--- src/rtl/pidpi_pkg.sv ---
// Shared widths, register codes and the configuration record of the PID controller.
`default_nettype none

package pidpi_pkg;

	localparam int SAMPLE_BITS    = 16;
	localparam int GAIN_FRAC_BITS = 16;

	localparam int GAIN_W   = 24;
	localparam int LIMIT_W  = 31;
	localparam int THRESH_W = 16;
	localparam int DRIVE_W  = 32;
	localparam int SUM_W    = 32;

	localparam int CFG_IDX_W  = 3;
	localparam int CFG_DATA_W = 32;

	// Error and derived operand widths
	localparam int ERR_W   = SAMPLE_BITS + 1;
	localparam int MAG_W   = (ERR_W > THRESH_W) ? ERR_W : THRESH_W;
	localparam int OP_P_W  = ERR_W + 1;
	localparam int OP_D_W  = ERR_W + 2;
	localparam int OP_I_W  = (ERR_W > SUM_W) ? ERR_W : SUM_W;
	localparam int SUMX_W  = OP_I_W + 1;

	// Product, accumulator and rounded widths
	localparam int PROD_P_W = GAIN_W + OP_P_W;
	localparam int PROD_I_W = GAIN_W + OP_I_W;
	localparam int PROD_D_W = GAIN_W + OP_D_W;
	localparam int ACC_W    = PROD_I_W + 2;
	localparam int RND_W    = ACC_W - GAIN_FRAC_BITS;
	localparam int Y_W      = ((RND_W > DRIVE_W) ? RND_W : DRIVE_W) + 1;

	localparam logic signed [ACC_W-1:0] ROUND_HALF = ACC_W'(1) << (GAIN_FRAC_BITS - 1);

	// Register indexes
	localparam logic [CFG_IDX_W-1:0] REG_GAIN_P    = 3'd0;
	localparam logic [CFG_IDX_W-1:0] REG_GAIN_I    = 3'd1;
	localparam logic [CFG_IDX_W-1:0] REG_GAIN_D    = 3'd2;
	localparam logic [CFG_IDX_W-1:0] REG_OUT_LIMIT = 3'd3;
	localparam logic [CFG_IDX_W-1:0] REG_INT_LIMIT = 3'd4;
	localparam logic [CFG_IDX_W-1:0] REG_SEP_THRESH = 3'd5;
	localparam logic [CFG_IDX_W-1:0] REG_LOOP_MODE = 3'd6;

	localparam logic MODE_POSITIONAL  = 1'b0;
	localparam logic MODE_INCREMENTAL = 1'b1;

	localparam logic CMD_STEP  = 1'b0;
	localparam logic CMD_CLEAR = 1'b1;

	localparam logic [LIMIT_W-1:0]  LIMIT_RESET  = '1;
	localparam logic [THRESH_W-1:0] THRESH_RESET = '1;

	typedef struct packed {
		logic signed [GAIN_W-1:0] gain_p;
		logic signed [GAIN_W-1:0] gain_i;
		logic signed [GAIN_W-1:0] gain_d;
		logic [LIMIT_W-1:0]       output_limit;
		logic [LIMIT_W-1:0]       integral_limit;
		logic [THRESH_W-1:0]      sep_threshold;
		logic                     loop_mode;
	} cfg_t;

endpackage

`default_nettype wire

--- src/rtl/pidpi_if.sv ---
// Request, response and configuration channel interfaces of the PID controller.
`default_nettype none


interface pidpi_cfg_if;
	import pidpi_pkg::*;
	logic                  valid;
	logic                  ready;
	logic [CFG_IDX_W-1:0]  index;
	logic [CFG_DATA_W-1:0] data;
	modport source (output valid, index, data, input ready);
	modport sink (input valid, index, data, output ready);
endinterface

`default_nettype wire

--- src/rtl/pidpi_cfg.sv ---
// Configuration register file of the PID controller.
`default_nettype none

module pidpi_cfg (
	input  logic             clk,
	input  logic             arst_n,
	pidpi_cfg_if.sink        cfg,
	output pidpi_pkg::cfg_t  regs
);
	import pidpi_pkg::*;

	cfg_t regs_q;
	logic wr_en;

	assign cfg.ready = 1'b1;
	assign wr_en     = cfg.valid && cfg.ready;
	assign regs      = regs_q;

	always_ff @(posedge clk or negedge arst_n) begin
		if (!arst_n) begin
			regs_q.gain_p         <= '0;
			regs_q.gain_i         <= '0;
			regs_q.gain_d         <= '0;
			regs_q.output_limit   <= LIMIT_RESET;
			regs_q.integral_limit <= LIMIT_RESET;
			regs_q.sep_threshold  <= THRESH_RESET;
			regs_q.loop_mode      <= MODE_POSITIONAL;
		end else if (wr_en) begin
			unique case (cfg.index)
				REG_GAIN_P:     regs_q.gain_p         <= cfg.data[GAIN_W-1:0];
				REG_GAIN_I:     regs_q.gain_i         <= cfg.data[GAIN_W-1:0];
				REG_GAIN_D:     regs_q.gain_d         <= cfg.data[GAIN_W-1:0];
				REG_OUT_LIMIT:  regs_q.output_limit   <= cfg.data[LIMIT_W-1:0];
				REG_INT_LIMIT:  regs_q.integral_limit <= cfg.data[LIMIT_W-1:0];
				REG_SEP_THRESH: regs_q.sep_threshold  <= cfg.data[THRESH_W-1:0];
				REG_LOOP_MODE:  regs_q.loop_mode      <= cfg.data[0];
				default: ;
			endcase
		end
	end

endmodule

`default_nettype wire

--- src/flat_wrapper.sv ---
// flat-port wrapper written by rule: the top's interface ports become plain ports
module pidpi_cfg_flat import pidpi_pkg::*;
  (clk, arst_n, regs, cfg_valid, cfg_index, cfg_data, cfg_ready);
  pidpi_cfg_if cfg_i ();
  input  logic clk;
  input  logic arst_n;
  output pidpi_pkg::cfg_t regs;
  input wire logic [$bits(cfg_i.valid)-1:0] cfg_valid;
  input wire logic [$bits(cfg_i.index)-1:0] cfg_index;
  input wire logic [$bits(cfg_i.data)-1:0] cfg_data;
  output wire logic [$bits(cfg_i.ready)-1:0] cfg_ready;
  assign cfg_i.valid = cfg_valid;
  assign cfg_i.index = cfg_index;
  assign cfg_i.data = cfg_data;
  assign cfg_ready = cfg_i.ready;
  pidpi_cfg u_core (.clk(clk), .arst_n(arst_n), .cfg(cfg_i), .regs(regs));
endmodule
--- config.mk ---
export PLATFORM = sky130hd
export DESIGN_NAME = pidpi_cfg_flat
export DESIGN_NICKNAME = d
export VERILOG_FILES = /design/src/rtl/pidpi_pkg.sv /design/src/rtl/pidpi_if.sv /design/src/rtl/pidpi_cfg.sv /design/src/flat_wrapper.sv
export SDC_FILE = /design/constraint.sdc
export NUM_CORES = 1
export LEC_CHECK = 0
export CORE_ASPECT_RATIO = 2
export CORE_MARGIN = 10
export CORE_UTILIZATION = 24
export DETAILED_ROUTE_END_ITERATION = 8
export DONT_BUFFER_PORTS = 1
export PLACE_DENSITY = 0.44
export SETUP_SLACK_MARGIN = 0.1
export SLEW_MARGIN = 20
export SYNTH_ARGS = -nofsm -noshare
export SYNTH_HDL_FRONTEND = slang
export SYNTH_SLANG_ARGS = --single-unit
--- constraint.sdc ---
create_clock -name clk -period 0.82 [get_ports clk]
set_input_delay 0.246 -clock clk [delete_from_list [all_inputs] [get_ports clk]]
set_output_delay 0.246 -clock clk [all_outputs]
set_load 0.01 [all_outputs]
==> metrics <==
largest net degree at the start of global routing 152; hold buffer count at CTS 28; Core Rows 80; WL/cell approximately 25 um; Worst Setup End Kind output port; critical path class flop to output port; Starting DRT DRC Count 96; die width 130 um; Critical Path RT roughly 0.57 ns; violated checks hold timing, setup timing; Final min period 1.27 ns; hold_ws -0.489 ns; syn nets ~370; Synth Cell Area a little under 6000 sq um; Setup Skew 0 ns; Yosys cell types 13; Final Hold Viols between 150 and 200; Initial Util 24.4%; achievable frequency between 700 and 800 MHz; clock buffer depth 2; TritonCTS clock tree built; CP max FO 2; die area ~31000 sq um; DRC Markers 0; Routed Antenna Nets 0; gpl congestion 0.649; crit path launch type flop; Power per Cell Area approximately 2800 nW/um^2; clock sinks between 150 and 200; Yosys reg bits around 150; initial antenna violation count 1; min setup slack post-route -0.449 ns; core area between 20000 and 25000 sq um; max-slew violation count 0; CTS H-tree lvls 4; HP Class input pin to asynchronous set/reset pin; setup total negative slack -68.10 ns; leak pwr 0.00441 uW; Avg Inst Size Synth around 18 sq um; Worst EP arrival between 1 and 1.5 ns; CTS clk-pin slew, worst paths about 0.060 ns; vias in the first global route between 3k and 4k; vias roughly 3.5k; Root Buffer clkbuf_16; Pre-Repair DR Iteration Count 4; Final nets about 550; Tcrit/Tclk final 155%; most common cell after layout, fill and taps aside mux2_4; final setup fails 223; Peak VDD IR approximately 1.7 mV; I/O pins 190; worst skew pair latency between 0.4 and 0.5 ns; sequential fraction of the synthesis area 66.8%; Max-Cap Viols 0; Die Ht approximately 240 um; total global routing overflow 0; number of fill cells 2201; most frequent cells in the layout 150 x mux2_4, 98 x buf_6, 78 x dfstp_2, 73 x dfrtp_1, 31 x buf_4; total CTS buffers 17; first-pass GRT wire length just under 30000 um; Post-DP HPWL roughly 12000 um; area delta synth->final 60.9%; IO buf count 0; layout cells sized above 1 roughly four fifths; Core Util, Final around two fifths; Routed WL about 20000 um; routed vias/inst ~4.4; status finished with violations; RSZ-0062 raised after global routing yes; synth warn 0; max FFs per register 151; Post-Syn Instances approximately 330; GR Util All Layers between 10% and 20%
[per-stage QoR]
stage	power, uW	setup slack (ns)	std cells	cell area (sq um)
2_1_floorplan	13900	-0.612	327	6340
3_3_place_gp	16100	-0.696	681	7230
3_5_place_dp	16100	-0.679	681	7230
4_1_cts	25900	-0.489	786	9050
5_1_grt	27000	-0.486	807	9340
6_report	25900	-0.449	808	9340
[kinds of logic (layout without fill, tap and decap cells)]
family,count (synthesis),count (layout),synth area share (%)
other cells,1,2,0.0646
buf+inv,17,210,2.33
mux,151,151,29.3
simple gates,7,7,1.53
flops,151,151,66.8
[synth_stat cells (all sizes together)]
library cell	count	area [sq um]
mux2	151	1700
dfstp	78	2050
dfrtp	73	1830
buf	17	135
nand4b	3	32.5
nor4bb	2	20.0
and4bb	1	12.5
conb	1	3.75
nor4b	1	23.8
[final timing paths]
kind	endpoint	slack [ns]	cells after the start	start
worst max-delay path	regs[56]	-0.45	0	u_core.regs[56]
worst min-delay path	u_core.regs[119]	-0.49	0	arst_n
worst max register to register	u_core.regs[117]	-0.18	3	u_core.regs[117]
worst min register to register	u_core.regs[112]	0.53	1	u_core.regs[112]
max in group asynchronous	u_core.regs[39]	1.01	0	arst_n
min in group clk	u_core.regs[80]	-0.05	1	cfg_data[1]
[worst register-to-register path: cells and delay by family, from the launching register on]
family / cells / cell delay [ns]
multiplexers: 1 / 0.25
buffers and inverters: 2 / 0.23
flip-flops: 1 / 0.41
[power breakdown]
group	internal [uW]	leakage, uW	switching [uW]
clock network	4610	0.000284	3300
logic	4510	0.00243	1850
registers	9790	0.00170	1820
[repair_timing]
| action | 4_1_cts | 5_1_grt |
|---|---|---|
| gates cloned | 7 | 1 |
| setup endpoints to repair | 302 | 302 |
| setup buffers | 38 | 32 |
| resized for setup | 126 | 34 |
| hold endpoints to repair | 302 | 169 |
| pin swaps | 3 | 1 |
[routing by layer]
metal / up-vias / part of all wire (%) / track usage, %
li1: 1522 / - / -
met1: 1866 / 36 / 13.6
met4: 0 / 2.1 / 5.48
met5: - / 0 / 0
met2: 115 / 56 / 23.2
met3: 21 / 5.7 / 4.24
[cell type report]
type                       instances  area, sq um  area share [%]
timing repair buffer             178         2130            22.8
sequential                       151         3880            41.5
multi-input combinational        159         2390            25.6
antenna                            1         2.50          0.0268
tap                              287          359            3.85
clock buffer                      19          453            4.85
clock inverter                    13          130            1.39
(Power assumes the default switching activity.)
